<file path="config.mk">
export PLATFORM = sky130hd
export DESIGN_NAME = range_gated_multirate_ewma
export DESIGN_NICKNAME = d
export VERILOG_FILES = /design/src/rtl/rgme_pkg.sv /design/src/rtl/range_gated_multirate_ewma.sv /design/src/rtl/rgme_div.sv
export SDC_FILE = /design/constraint.sdc
export NUM_CORES = 2
export LEC_CHECK = 0
export BUFFER_PORTS_ARGS = -buffer_cell sky130_fd_sc_hd__buf_2
export CAP_MARGIN = 20
export CORE_UTILIZATION = 55
export CTS_BUF_LIST = sky130_fd_sc_hd__clkbuf_4 sky130_fd_sc_hd__clkbuf_8 sky130_fd_sc_hd__clkbuf_16
export DETAILED_ROUTE_END_ITERATION = 8
export GPL_TIMING_DRIVEN = 0
export MAX_ROUTING_LAYER = met4
export PLACE_DENSITY = 0.72
export SYNTH_ARGS = -nofsm -noshare
export SYNTH_HDL_FRONTEND = slang
export SYNTH_SLANG_ARGS = --single-unit
</file>
<file path="constraint.sdc">
create_clock -name clk -period 15.15 [get_ports clk]
set_input_delay 2.2725 -clock clk [delete_from_list [all_inputs] [get_ports clk]]
set_output_delay 2.2725 -clock clk [all_outputs]
set_load 0.02 [all_outputs]
</file>
<file path="src/rtl/rgme_pkg.sv">
// Shared types and constants for the range-gated multirate EWMA block.
// Register indexes, field widths and reset values; no dependencies.
`timescale 1ns / 1ps

package rgme_pkg;

  // Default widths of the distance and timestamp fields
  localparam int DIST_BITS_DEF = 20;
  localparam int TIME_BITS_DEF = 32;

  // Configuration register widths
  localparam int RANGE_W    = 20;
  localparam int TAU_W      = 24;
  localparam int CFG_DATA_W = 24;
  localparam int CFG_IDX_W  = 2;

  // Register reset values
  localparam logic [RANGE_W-1:0] MAX_RANGE_RST = RANGE_W'(5120);
  localparam logic [RANGE_W-1:0] MIN_RANGE_RST = RANGE_W'(1);
  localparam logic [TAU_W-1:0]   TAU_RST       = TAU_W'(100000);
  localparam logic [TAU_W-1:0]   TIMEOUT_RST   = TAU_W'(250000);

  typedef enum logic [CFG_IDX_W-1:0] {
    REG_MAX_RANGE  = 2'd0,
    REG_MIN_RANGE  = 2'd1,
    REG_TIME_CONST = 2'd2,
    REG_TIMEOUT    = 2'd3
  } cfg_reg_t;

endpackage

</file>
<file path="src/rtl/range_gated_multirate_ewma.sv">
// Range-gated EWMA of a distance with a variable time step.
// An out-of-range sample or a filter restart goes from decode straight to the output
// register; a filtered sample first passes the multiply state and the bit-serial divider
// that forms diff*dt/(tau+dt). One item at a time: a new item is accepted only once the
// last has entered the output register, so an output stall also holds off the input.
// Reset (synchronous, rst_n low) clears the filter state and loads register defaults.
`timescale 1ns / 1ps

module range_gated_multirate_ewma #(
  parameter int DIST_BITS = rgme_pkg::DIST_BITS_DEF,
  parameter int TIME_BITS = rgme_pkg::TIME_BITS_DEF
) (
  input  logic                            clk,
  input  logic                            rst_n,
  // configuration write port
  input  logic                            cfg_we,
  input  logic [rgme_pkg::CFG_IDX_W-1:0]  cfg_index,
  input  logic [rgme_pkg::CFG_DATA_W-1:0] cfg_wdata,
  // input channel
  input  logic                            in_valid,
  output logic                            in_ready,
  input  logic [DIST_BITS-1:0]            in_distance,
  input  logic [TIME_BITS-1:0]            in_now_us,
  // result channel
  output logic                            out_valid,
  input  logic                            out_ready,
  output logic                            out_valid_res,
  output logic [DIST_BITS-1:0]            out_value,
  output logic [DIST_BITS-1:0]            out_filtered
);

  import rgme_pkg::*;

  // Compare widths: distance vs. 20-bit bounds, and dt vs. 24-bit timeout
  localparam int RNG_W = (DIST_BITS > RANGE_W) ? DIST_BITS : RANGE_W;
  localparam int CMP_W = (TIME_BITS > TAU_W) ? TIME_BITS : TAU_W;
  // Product |diff| * dt, and divisor tau + dt
  localparam int NUM_W = DIST_BITS + TAU_W;
  localparam int DEN_W = TAU_W + 1;

  typedef enum logic [1:0] {
    S_IDLE,
    S_MUL,
    S_DIV,
    S_FIN
  } state_t;

  state_t state_r;

  // Configuration registers
  logic [RANGE_W-1:0] max_range_r;
  logic [RANGE_W-1:0] min_range_r;
  logic [TAU_W-1:0]   tau_r;
  logic [TAU_W-1:0]   timeout_r;

  // Filter state
  logic                 valid_flag_r;
  logic [DIST_BITS-1:0] last_value_r;
  logic [DIST_BITS-1:0] filtered_r;
  logic [TIME_BITS-1:0] last_time_r;

  // Working registers for the filtered path
  logic [DIST_BITS-1:0] mag_r;
  logic                 neg_r;
  logic [TAU_W-1:0]     dt_r;
  logic [NUM_W-1:0]     num_r;
  logic [DEN_W-1:0]     den_r;
  logic                 div_start_r;

  // Output register
  logic                 out_valid_r;
  logic                 out_valid_res_r;
  logic [DIST_BITS-1:0] out_value_r;
  logic [DIST_BITS-1:0] out_filtered_r;

  // Combinational decode of the incoming sample
  logic                 accept;
  logic [RNG_W-1:0]     dist_ext;
  logic                 in_range;
  logic [TIME_BITS-1:0] dt;
  logic [CMP_W-1:0]     dt_ext;
  logic                 restart;
  logic [DIST_BITS-1:0] mag;
  logic                 neg;
  logic                 div_done;
  logic [NUM_W-1:0]     div_quo;
  logic [DIST_BITS-1:0] step;
  logic                 out_free;

  assign accept   = in_valid && in_ready;
  assign dist_ext = RNG_W'(in_distance);
  assign in_range = (dist_ext < RNG_W'(max_range_r)) && (dist_ext > RNG_W'(min_range_r));
  assign dt       = in_now_us - last_time_r;
  assign dt_ext   = CMP_W'(dt);
  assign restart  = !valid_flag_r || (dt == '0) || (dt_ext >= CMP_W'(timeout_r)) ||
                    (tau_r == '0);
  assign neg      = in_distance < filtered_r;
  assign mag      = neg ? (filtered_r - in_distance) : (in_distance - filtered_r);
  // Quotient never exceeds |diff|, so its low bits carry all of it
  assign step     = div_quo[DIST_BITS-1:0];
  assign out_free = !out_valid_r || out_ready;

  // Configuration writes
  always_ff @(posedge clk) begin
    if (!rst_n) begin
      max_range_r <= MAX_RANGE_RST;
      min_range_r <= MIN_RANGE_RST;
      tau_r       <= TAU_RST;
      timeout_r   <= TIMEOUT_RST;
    end else if (cfg_we) begin
      case (cfg_reg_t'(cfg_index))
        REG_MAX_RANGE:  max_range_r <= cfg_wdata[RANGE_W-1:0];
        REG_MIN_RANGE:  min_range_r <= cfg_wdata[RANGE_W-1:0];
        REG_TIME_CONST: tau_r       <= cfg_wdata[TAU_W-1:0];
        REG_TIMEOUT:    timeout_r   <= cfg_wdata[TAU_W-1:0];
        default: ;
      endcase
    end
  end

  // Sequencer: decode, multiply and divide if filtered, then load the output stage
  always_ff @(posedge clk) begin
    if (!rst_n) begin
      state_r      <= S_IDLE;
      valid_flag_r <= 1'b0;
      last_value_r <= '0;
      filtered_r   <= '0;
      last_time_r  <= '0;
      div_start_r  <= 1'b0;
      out_valid_r  <= 1'b0;
    end else begin
      div_start_r <= (state_r == S_MUL);
      // load a finished item, or drop the one the receiver took
      if (state_r == S_FIN && out_free) begin
        out_valid_r <= 1'b1;
      end else if (out_ready) begin
        out_valid_r <= 1'b0;
      end
      case (state_r)
        S_IDLE: begin
          if (accept) begin
            if (!in_range) begin
              // out-of-range sample: drop the valid flag, keep everything else
              valid_flag_r <= 1'b0;
              state_r      <= S_FIN;
            end else begin
              valid_flag_r <= 1'b1;
              last_value_r <= in_distance;
              last_time_r  <= in_now_us;
              if (restart) begin
                filtered_r <= in_distance;
                state_r    <= S_FIN;
              end else begin
                state_r <= S_MUL;
              end
            end
          end
        end
        S_MUL: begin
          state_r <= S_DIV;
        end
        S_DIV: begin
          if (div_done) begin
            // advance toward the sample, rounding toward zero
            filtered_r <= neg_r ? (filtered_r - step) : (filtered_r + step);
            state_r    <= S_FIN;
          end
        end
        S_FIN: begin
          if (out_free) begin
            state_r <= S_IDLE;
          end
        end
        default: state_r <= S_IDLE;
      endcase
    end
  end

  // Payload registers of the working path and the output stage
  always_ff @(posedge clk) begin
    if (accept) begin
      mag_r <= mag;
      neg_r <= neg;
      dt_r  <= dt_ext[TAU_W-1:0];
    end
    if (state_r == S_MUL) begin
      num_r <= NUM_W'(mag_r) * NUM_W'(dt_r);
      den_r <= DEN_W'(tau_r) + DEN_W'(dt_r);
    end
    if (state_r == S_FIN && out_free) begin
      out_valid_res_r <= valid_flag_r;
      out_value_r     <= last_value_r;
      out_filtered_r  <= filtered_r;
    end
  end

  rgme_div #(
    .NUM_W(NUM_W),
    .DEN_W(DEN_W)
  ) u_div (
    .clk  (clk),
    .rst_n(rst_n),
    .start(div_start_r),
    .num  (num_r),
    .den  (den_r),
    .done (div_done),
    .quo  (div_quo)
  );

  assign in_ready      = (state_r == S_IDLE);
  assign out_valid     = out_valid_r;
  assign out_valid_res = out_valid_res_r;
  assign out_value     = out_value_r;
  assign out_filtered  = out_filtered_r;

endmodule

</file>
<file path="src/rtl/rgme_div.sv">
// Restoring radix-2 unsigned divider, one quotient bit per cycle.
// Used by the EWMA sequencer for the weighted step; no package needed.
`timescale 1ns / 1ps

module rgme_div #(
  parameter int NUM_W = 44,
  parameter int DEN_W = 25
) (
  input  logic             clk,
  input  logic             rst_n,
  input  logic             start,
  input  logic [NUM_W-1:0] num,
  input  logic [DEN_W-1:0] den,
  output logic             done,
  output logic [NUM_W-1:0] quo
);

  localparam int CNT_W = (NUM_W > 1) ? $clog2(NUM_W) : 1;

  logic [NUM_W-1:0] quo_r, quo_nxt;
  logic [DEN_W-1:0] rem_r, rem_nxt;
  logic [DEN_W-1:0] den_r;
  logic [CNT_W-1:0] cnt_r;
  logic             busy_r;
  logic             done_r;
  logic [DEN_W:0]   trial;
  logic [DEN_W:0]   diff;

  // Shift in the next dividend bit and try one subtract
  always_comb begin
    trial = {rem_r, quo_r[NUM_W-1]};
    diff  = trial - {1'b0, den_r};
    if (!diff[DEN_W]) begin
      rem_nxt = diff[DEN_W-1:0];
      quo_nxt = {quo_r[NUM_W-2:0], 1'b1};
    end else begin
      rem_nxt = trial[DEN_W-1:0];
      quo_nxt = {quo_r[NUM_W-2:0], 1'b0};
    end
  end

  always_ff @(posedge clk) begin
    if (!rst_n) begin
      busy_r <= 1'b0;
      done_r <= 1'b0;
      cnt_r  <= '0;
    end else begin
      // pulse done after the last quotient bit
      done_r <= !start && busy_r && (cnt_r == '0);
      if (start) begin
        busy_r <= 1'b1;
        cnt_r  <= CNT_W'(NUM_W - 1);
      end else if (busy_r) begin
        cnt_r <= cnt_r - 1'b1;
        if (cnt_r == '0) begin
          busy_r <= 1'b0;
        end
      end
    end
  end

  always_ff @(posedge clk) begin
    if (start) begin
      quo_r <= num;
      rem_r <= '0;
      den_r <= den;
    end else if (busy_r) begin
      quo_r <= quo_nxt;
      rem_r <= rem_nxt;
    end
  end

  assign done = done_r;
  assign quo  = quo_r;

endmodule

</file>
==> results.md <==
- Hold Violations, Final: 0
- Unrepaired setup endpoints after global routing: no
- Crit-path max cell delay: 0.81 ns
- Cell mode on critical path: fa_1
- Synth-to-Final Area Change: 9.39%
- Synthesized area per cell: roughly 9.3 um2
- Synth cell types: 96
- Final Setup Violations: 0
- Largest family of logic cells by synthesized area: adder cells
- Post-Synthesis Cells: approximately 4300
- CP Data Arrival Time: between 9 and 10 ns
- Fin crit share: a little under three fifths
- Top cells by area in the synthesized netlist: fa_1, edfxtp_1, ha_1
- Die height: 272 um
- Post-DP HPWL: approximately 90 mm
- Register area share after synthesis: 26.7%
- DRT antenna net count: 0
- DR vias/cell: approximately 5.7
- Adder-cell share of the synthesized area: 31.2%
- Relative slew slack: a little under a third
- Top FF cell, synth: edfxtp_1
- Remaining DRCs: 0
- Multi-input logic area: approximately 26000 um2
- EDFF count, synth: 224
- Die Wd: 272 um
- Setup_tns: 0 ns
- Row Count: between 90 and 100
- Mux cell area share after synthesis: under 10%
- CTS Buf Count: between 50 and 60
- Deepest clock path buffer count: 3
- HP Class: flop to flop
- Clk slew on worst S/H paths: around 0.060 ns
- Post-Synth Simple-Gate Area: around 15%
- Yosys top cell area share: 19.9%
- Critical path peak fanout: 10
- Share of layout cells above drive strength 1: around 7.3%
- Number of global-route vias before repair: between 30000 and 40000
- Fill cells: approximately 6200
- Total Routing Usage GR: slightly above 30%
- CTS tree: done
- Fmax: between 100 and 150 MHz
- Clock Latency Late Sink: roughly 0.65 ns
- I/O Pins: around 130
- Die area: between 70000 and 80000 um2
- Worst Setup End Kind: flop
- Post-synthesis compound-gate area fraction: 11.6%
- Initial core utilization: a little under three fifths
- CTS root buffer: clkbuf_16
- Seq cells post-synth: 422
- Syn_nets: 5132
- Clock tree sinks: between 400 and 500
- Fin. max-slew vios: 0
- NumNets Final: between 5000 and 6000
- Slowest-stage cell, CP: clkbuf_1
- Final Core Density: between 60% and 70%
- Async S/R FF share, synth: 0%
- CTS Hold Bufs: 0
- Cell Area, Synth: ~40000 um2
- Initial antenna violation count: 2
- Via count: between 30000 and 40000
- Crit path launch type: flop
- Critical path data required time: about 15 ns
- DRT Pass-1 Iters: 5
- Largest net degree at the start of global routing: 44
- Critical path class: flop to flop
- Iteration-0 DRC Markers: ~2300
- Port Buffers: about 120
- Routability cong.: just over 1
- Area leader, netlist: fa_1
- Min cycle time layout: just under 9 ns
- Post-CTS setup buffer count: 0
- Yosys warnings: 0
- Wire length per cell: around 20 um
- Reg area: 10700 um2
- Clock skew: 0.0702 ns
- Outcome: finished clean
- CTS resizes: 0
- Core Area: roughly 70000 um2
- H-tree depth: 2
- Max-cap violation count: 0
- Grt total ovfl: 0
- Post-Synth XOR/XNOR Area: around 3.3%
- Final wirelength: approximately 110 mm
- Tightest Pin Transition: between 1 and 1.5 ns
- First-pass GRT wire length: ~170 mm
worst max-delay path, delay by kind of cell (launching register included):
family	cells	cell delay (ns)
buf+inv	6	1.12
compound gates	5	2.32
simple gates	5	0.62
mux	1	0.24
flops	1	0.71
fa+ha+maj	8	3.34
per-stage QoR:
stage	instance area (um2)	hold slack, ns	worst slack, ns	std cells
final	43800	0.416	6.45	5465
after global routing	43800	0.421	6.08	5465
after CTS	43800	0.417	6.52	5462
after detailed placement	42000	0.405	6.62	5367
after global placement	41800	0.401	6.69	5363
after floorplan	40000	0.400	8.13	4289
flip-flops by register name, summed over array words and instances (netlist names), 20 cells and up:
name	cells
num_r	44
u_div.quo	44
last_time_r	32
den_r	25
u_div.den_r	25
u_div.rem_r	25
dt_r	24
tau_r	24
timeout_r	24
filtered_r	20
last_value_r	20
mag_r	20
max_range_r	20
min_range_r	20
out_filtered	20
out_value	20
synth_stat cells (9+ instances only):
| library cell | n |
|---|---|
| nor4_1 | 19 |
| a31oi_1 | 25 |
| edfxtp_1 | 224 |
| and2_1 | 265 |
| o21ai_0 | 106 |
| a211oi_1 | 43 |
| mux2i_1 | 108 |
| a21oi_1 | 242 |
| dfxtp_1 | 198 |
| o21bai_1 | 23 |
| fa_1 | 398 |
| xor2_1 | 40 |
| o31ai_1 | 14 |
| inv_1 | 654 |
| a21o_1 | 77 |
| o21a_1 | 22 |
| a21boi_0 | 9 |
| nand2b_1 | 21 |
| a2111oi_0 | 9 |
| ha_1 | 362 |
| or3_1 | 12 |
| nand2_1 | 539 |
| buf_2 | 11 |
| clkbuf_1 | 165 |
| o211ai_1 | 34 |
| a211o_1 | 9 |
| xnor2_1 | 109 |
| and3_1 | 20 |
| nor2b_1 | 33 |
| nand4_1 | 25 |
| nor2_1 | 184 |
| and4_1 | 9 |
| nor3_1 | 51 |
| nand3_1 | 37 |
| mux2_2 | 41 |
layer usage:
layer  wire (um)  up-vias  global-route usage (%)
met4        3980        0                    10.3
met3        8700      229                    5.33
met5           0        -                       -
met2       49800     1104                    48.0
li1            -    14500                       -
met1       47500    15100                    41.1
layout by cell type, fill, tap and decap left out, drive strengths merged, types with 8 or more instances in the layout:
cell type,instances
xor2,40
or3,12
fa,398
and4,10
nand4,25
a221oi,8
o211ai,35
buf,152
mux2i,108
dfxtp,198
nand2,539
a21boi,9
clkbuf,224
a21oi,243
inv,658
clkinv,22
o31ai,15
or2,8
nor2,184
a31o,9
nand3,37
o21a,22
o21bai,23
a2111oi,10
and2,265
ha,362
mux2,41
and3,20
xnor2,110
a211oi,46
nand2b,21
a31oi,27
o21ai,113
nor2b,33
a21o,78
edfxtp,224
nor3,53
nor4,20
a211o,9
final timing paths:
check	start	endpoint	slack (ns)	cells after the start
worst max-delay path	dt_r[1]	num_r[43]	6.45	25
worst max register to register	dt_r[1]	num_r[43]	6.45	25
worst min-delay path	den_r[11]	u_div.den_r[11]	0.42	0
worst min register to register	den_r[11]	u_div.den_r[11]	0.42	0
final cells by class:
class	instances	share of cell area, %
inverter	655	5.62
clock buffer	57	3.07
multi-input combinational	3022	59.7
sequential	422	24.4
timing repair buffer	129	1.70
tap	950	2.71
buffer	190	1.79
antenna	2	0.0114
clock inverter	38	1.03
cell families after synthesis:
group	Yosys count
and+or+nand+nor	1258
buffers and inverters	845
adders and majority gates	760
AOI/OAI and AO/OA	705
DFF	422
xor gates and xnor gates	150
muxes	149
Power is left out: the tool's default activity adds up to more than one toggle a clock period on the data nets, which glitch-free logic cannot reach.
